--- src/rtl/core/mwlfo_pkg.sv ---
// ----------------------------------------------------------------------------
// mwlfo_pkg
// Shared types and constants of the multi-waveform control-rate oscillator.
// ----------------------------------------------------------------------------
package mwlfo_pkg;

  localparam int unsigned ValW     = 24;
  localparam int unsigned StepW    = 21;
  localparam int unsigned SelW     = 3;
  localparam int unsigned SeedW    = 32;
  localparam int unsigned LenW     = 5;
  localparam int unsigned CfgAddrW = 2;
  localparam int unsigned CfgDataW = 32;
  localparam logic [SeedW-1:0] LfsrTaps = 32'hA300_0000;

  localparam logic [CfgAddrW-1:0] RegTriStep    = 2'd0;
  localparam logic [CfgAddrW-1:0] RegWaveSelect = 2'd1;
  localparam logic [CfgAddrW-1:0] RegNoiseSeed  = 2'd2;

  typedef enum logic [SelW-1:0] {
    WaveSine    = 3'd0,
    WaveTri     = 3'd1,
    WaveSawUp   = 3'd2,
    WaveSawDown = 3'd3,
    WaveSquare  = 3'd4,
    WaveHold    = 3'd5,
    WaveOffA    = 3'd6,
    WaveOffB    = 3'd7
  } wave_e;

  typedef enum logic [1:0] {
    BkIdle,
    BkDiv,
    BkEmit
  } bk_state_e;

  // one chunk request as handed from the front to the back
  typedef struct packed {
    logic            level;
    logic [LenW-1:0] len;
  } chunk_t;

  function automatic logic signed [ValW-1:0] sat_val(input logic signed [63:0] v);
    logic signed [63:0] hi;
    logic signed [63:0] lo;
    hi = 64'sd8388607;
    lo = -64'sd8388608;
    if (v > hi) return ValW'(hi);
    if (v < lo) return ValW'(lo);
    return ValW'(v);
  endfunction

endpackage

--- src/rtl/core/mwlfo_if.sv ---
// ----------------------------------------------------------------------------
// mwlfo_in_if / mwlfo_out_if
// Valid/ready channels carrying chunk requests and output samples.
// ----------------------------------------------------------------------------
interface mwlfo_in_if;
  logic       valid;
  logic       ready;
  logic       trigger_level;
  logic [4:0] chunk_length;
  modport source (output valid, trigger_level, chunk_length, input ready);
  modport sink (input valid, trigger_level, chunk_length, output ready);
endinterface


--- src/rtl/core/mwlfo_front.sv ---
// ----------------------------------------------------------------------------
// mwlfo_front
// Accepts chunk requests, drops empty ones, clamps length, queues the rest.
// ----------------------------------------------------------------------------
module mwlfo_front
  import mwlfo_pkg::*;
#(
  parameter int unsigned MaxChunk = 24
) (
  input  logic       clk_i,
  input  logic       rst_ni,
  mwlfo_in_if.sink   in_if,
  output logic       q_valid_o,
  output chunk_t     q_data_o,
  input  logic       q_pop_i
);

  chunk_t     buf_q [2];
  logic [1:0] cnt_q, cnt_d;
  logic       wr_q, wr_d, rd_q, rd_d;
  logic       push;
  chunk_t     cin;

  assign in_if.ready = (cnt_q != 2'd2);
  assign push = in_if.valid && in_if.ready && (in_if.chunk_length != '0);
  assign q_valid_o = (cnt_q != 2'd0);
  assign q_data_o  = buf_q[rd_q];

  always_comb begin
    cin.level = in_if.trigger_level;
    cin.len   = (32'(in_if.chunk_length) > MaxChunk) ? LenW'(MaxChunk) : in_if.chunk_length;
    cnt_d = cnt_q + {1'b0, push} - {1'b0, q_pop_i};
    wr_d  = wr_q ^ push;
    rd_d  = rd_q ^ q_pop_i;
  end

  always_ff @(posedge clk_i or negedge rst_ni) begin
    if (!rst_ni) begin
      cnt_q <= '0;
      wr_q  <= 1'b0;
      rd_q  <= 1'b0;
    end else begin
      cnt_q <= cnt_d;
      wr_q  <= wr_d;
      rd_q  <= rd_d;
    end
  end

  always_ff @(posedge clk_i) begin
    if (push) buf_q[wr_q] <= cin;
  end

endmodule

--- src/flat_wrapper.sv ---
// flat-port wrapper written by rule: the top's interface ports become plain ports
module mwlfo_front_flat import mwlfo_pkg::*;
#(
  parameter int unsigned MaxChunk = 24
)
  (clk_i, rst_ni, q_valid_o, q_data_o, q_pop_i, in_if_valid, in_if_trigger_level, in_if_chunk_length, in_if_ready);
  mwlfo_in_if in_if_i ();
  input  logic clk_i;
  input  logic rst_ni;
  output logic q_valid_o;
  output chunk_t q_data_o;
  input  logic q_pop_i;
  input wire logic [$bits(in_if_i.valid)-1:0] in_if_valid;
  input wire logic [$bits(in_if_i.trigger_level)-1:0] in_if_trigger_level;
  input wire logic [$bits(in_if_i.chunk_length)-1:0] in_if_chunk_length;
  output wire logic [$bits(in_if_i.ready)-1:0] in_if_ready;
  assign in_if_i.valid = in_if_valid;
  assign in_if_i.trigger_level = in_if_trigger_level;
  assign in_if_i.chunk_length = in_if_chunk_length;
  assign in_if_ready = in_if_i.ready;
  mwlfo_front #(.MaxChunk(MaxChunk)) u_core (.clk_i(clk_i), .rst_ni(rst_ni), .in_if(in_if_i), .q_valid_o(q_valid_o), .q_data_o(q_data_o), .q_pop_i(q_pop_i));
endmodule
--- config.mk ---
export PLATFORM = sky130hd
export DESIGN_NAME = mwlfo_front_flat
export DESIGN_NICKNAME = d
export VERILOG_FILES = /design/src/rtl/core/mwlfo_pkg.sv /design/src/rtl/core/mwlfo_if.sv /design/src/rtl/core/mwlfo_front.sv /design/src/flat_wrapper.sv
export SDC_FILE = /design/constraint.sdc
export NUM_CORES = 1
export LEC_CHECK = 0
export BUFFER_PORTS_ARGS = -buffer_cell sky130_fd_sc_hd__clkbuf_2
export CAP_MARGIN = 20
export CORE_MARGIN = 2
export CORE_UTILIZATION = 30
export CTS_BUF_LIST = sky130_fd_sc_hd__clkbuf_4 sky130_fd_sc_hd__clkbuf_8
export DETAILED_ROUTE_END_ITERATION = 10
export PLACE_DENSITY = 0.62
export REMOVE_ABC_BUFFERS = 1
export SLEW_MARGIN = 5
export SYNTH_ARGS = -nofsm -noshare
export SYNTH_HDL_FRONTEND = slang
export SYNTH_SLANG_ARGS = --single-unit
--- constraint.sdc ---
create_clock -name clk_i -period 2.67 [get_ports clk_i]
set_clock_uncertainty 0.1 [all_clocks]
set_input_delay 0 -clock clk_i [delete_from_list [all_inputs] [get_ports clk_i]]
set_output_delay 0 -clock clk_i [all_outputs]
set_load 0.02 [all_outputs]
==> out/metrics.cfg <==
[outcome]
status=complete, no violations

[placement]
place_congestion=0.672
place_area_um2=792
port_buffers=17

[routing]
wl_mm=1.14
postRouteAntennaNets=0
post_drt_via_cell_ratio=4.18
drc=0
firstDrtPassIters=2
vias=414
avgRoutedWirePerCell_um=11.5
drt_iter0_drc=3

[cts]
cts-root-buf=clkbuf_4
path_clk_slew_ns=0.08
htreeDepth=1
numCtsBuffers=3
worstSkewPairLatency_ns=0.28
clk_path_buf_depth=2
cts_tree=built
cts.sinks=16
cts_setup_buffers=0

[worst_setup_path]
startpoint_type=primary input
cp_data_arrival_time_ns=1.92
crit_fanout=4
end_kind=flop
required_ns=2.77
r2r_cells=3
worst-setup-path-type=in2reg

[synthesis]
synth_xor_area_share_pct=3.80
syn_inst=44
seq_area_frac_synth_pct=66.7
synth_area_um2=691
synthAdderAreaFrac_pct=7.25
ys_types=16
synth.area.mux_share_pct=9.78
avgSynthCellArea_um2=15.7
async_flop_share_pct=25.0
synth_top_family_by_area=multiplexers
yosysWarnings=0
synth_edf_count=12
ys_ff_latch=16
synthFlopType=edfxtp_1
yosys.area_share.simple_pct=6.16
synth_compound_area_share_pct=1.45

[grt]
grt_max_degree=10
grt_usage_pct=9.96
antenna_found_initial=0
overflow=0
grt_pass1_vias=424
grt_pass1_wl_mm=1.81

[timing]
clock.fmax_mhz=548
fin_crit_ns=1.82
tightestPinTransition_ns=0.300
period_share_pct=68.3
finalHoldViolCount=0
rsz0062_at_grt=no
setup_violations=0
relSlewSlack_pct=80.0
slew_violations=0
finalSetupTns_ns=0

[floorplan]
fp.dieH_um=52.0
floorplan.initialDensity_pct=31.5
num_rows=17
core_area_um2=2190
ioPinCount=18
die_x_um=52.0
dieArea_um2=2700

[cells_and_area]
n_antenna_cell=0
stdcell_area_um2=908
synthToLayoutAreaGrowth_pct=31.5
final_nets=86
drive_gt1_share_pct=38.0

[pwr]
peakVddDrop_uv=308
power_per_cell_area_nw_per_um2=926
p_leak_nw=0.390

[worst_hold_path]
whs_path_depth=3
min_path_type=in2reg

[job]
max-cap-violations=0

[final cells by class]
type,instances,area [um2]
clock buffers,3,22.5
multi-input cells,21,196
inverters,4,15.0
clock inverters,1,3.75
repair buffers,26,175
flip-flops and latches,16,460
well taps,28,35.0
fillers,213,1280
[stage by stage]
stage                     utilization [%]  power [mW]  std cells  worst slack, ns  hold WS (ns)
final                                41.5       0.841         99            0.846        0.0386
after global routing                 41.5       0.903         99            0.715        0.0684
after CTS                            41.5       0.857         99            0.840        0.0354
after detailed placement             36.2       0.721         86             1.10        -0.279
after global placement               36.2       0.714         86             1.11        -0.285
after floorplan                         -       0.620         41             1.19        -0.396
[state kept, by name (all words and copies together) (netlist names)]
register	flops
u_core.buf_q	12
u_core.rd_q	1
u_core.cnt_q	2
u_core.wr_q	1
[power by group]
part	internal (mW)	total (mW)	switching, mW	leakage, nW
sequential	0.350	0.393	0.0433	0.159
clock	0.0541	0.123	0.0684	0.0154
combinational	0.149	0.325	0.176	0.216
total	0.553	0.841	0.287	0.390
[worst max-delay path, stage by stage]
cell and delay, ns:
dlygate4sd3_1 0.53, clkbuf_2 0.12, or4_1 0.51, o211a_1 0.25, ha_1 0.20, xnor2_1 0.17, xnor2_1 0.14
[cell usage after synthesis (all sizes together) (2+ instances only)]
master  count  area share, %
and2        3            2.7
dfrtp       4             14
edfxtp     12             52
ha          4            7.2
inv         4            2.2
mux2        6            9.8
xnor2       2            2.5
[path summary, 6_finish.rpt]
| path | start | to | slack [ns] |
|---|---|---|---|
| max | in_if_chunk_length[3] | u_core.cnt_q[1] | 0.85 |
| min | in_if_valid | u_core.cnt_q[0] | 0.04 |
| min in group asynchronous | rst_ni | u_core.wr_q | 0.51 |
| min reg2reg | u_core.cnt_q[1] | u_core.cnt_q[1] | 0.40 |
| max reg2reg | u_core.cnt_q[1] | u_core.buf_q[1][4] | 1.21 |
| max in group asynchronous | rst_ni | u_core.rd_q | 1.77 |
[cells by family (layout without fill, tap and decap cells)]
kind of cell    Yosys count  after routing
flops                    16             16
mux                       6              6
fa+ha+maj                 4              4
xor+xnor                  3              3
buf+inv                   7             34
compound gates            1              1
simple gates              7              7
[what timing repair did]
action | in CTS | in global routing
endpoints found under the hold margin | 17 | 0
hold buffers | 9 | 0
gates resized for setup | 0 | 0
[routing by layer]
metal  global-route usage [%]  vias up  part of all wire, %
li1                         -      204                    -
met1                     11.0      199                   42
met2                     16.7        9                   53
met3                     1.72        2                  3.5
met4                     7.89        0                  1.5
met5                        0        -                    0
[layout by cell type (no fill, tap or decap)]
master / count
nand2_1: 1
o211a_1: 1
inv_1: 4
clkinv_1: 1
mux2_2: 6
ha_1: 4
xor2_1: 1
edfxtp_1: 12
dlygate4sd3_1: 9
clkbuf_2: 17
xnor2_1: 2
and2_1: 3
nand2b_1: 1
clkbuf_4: 3
or2_2: 1
dfrtp_1: 4
or4_1: 1
(Power assumes the default switching activity.)
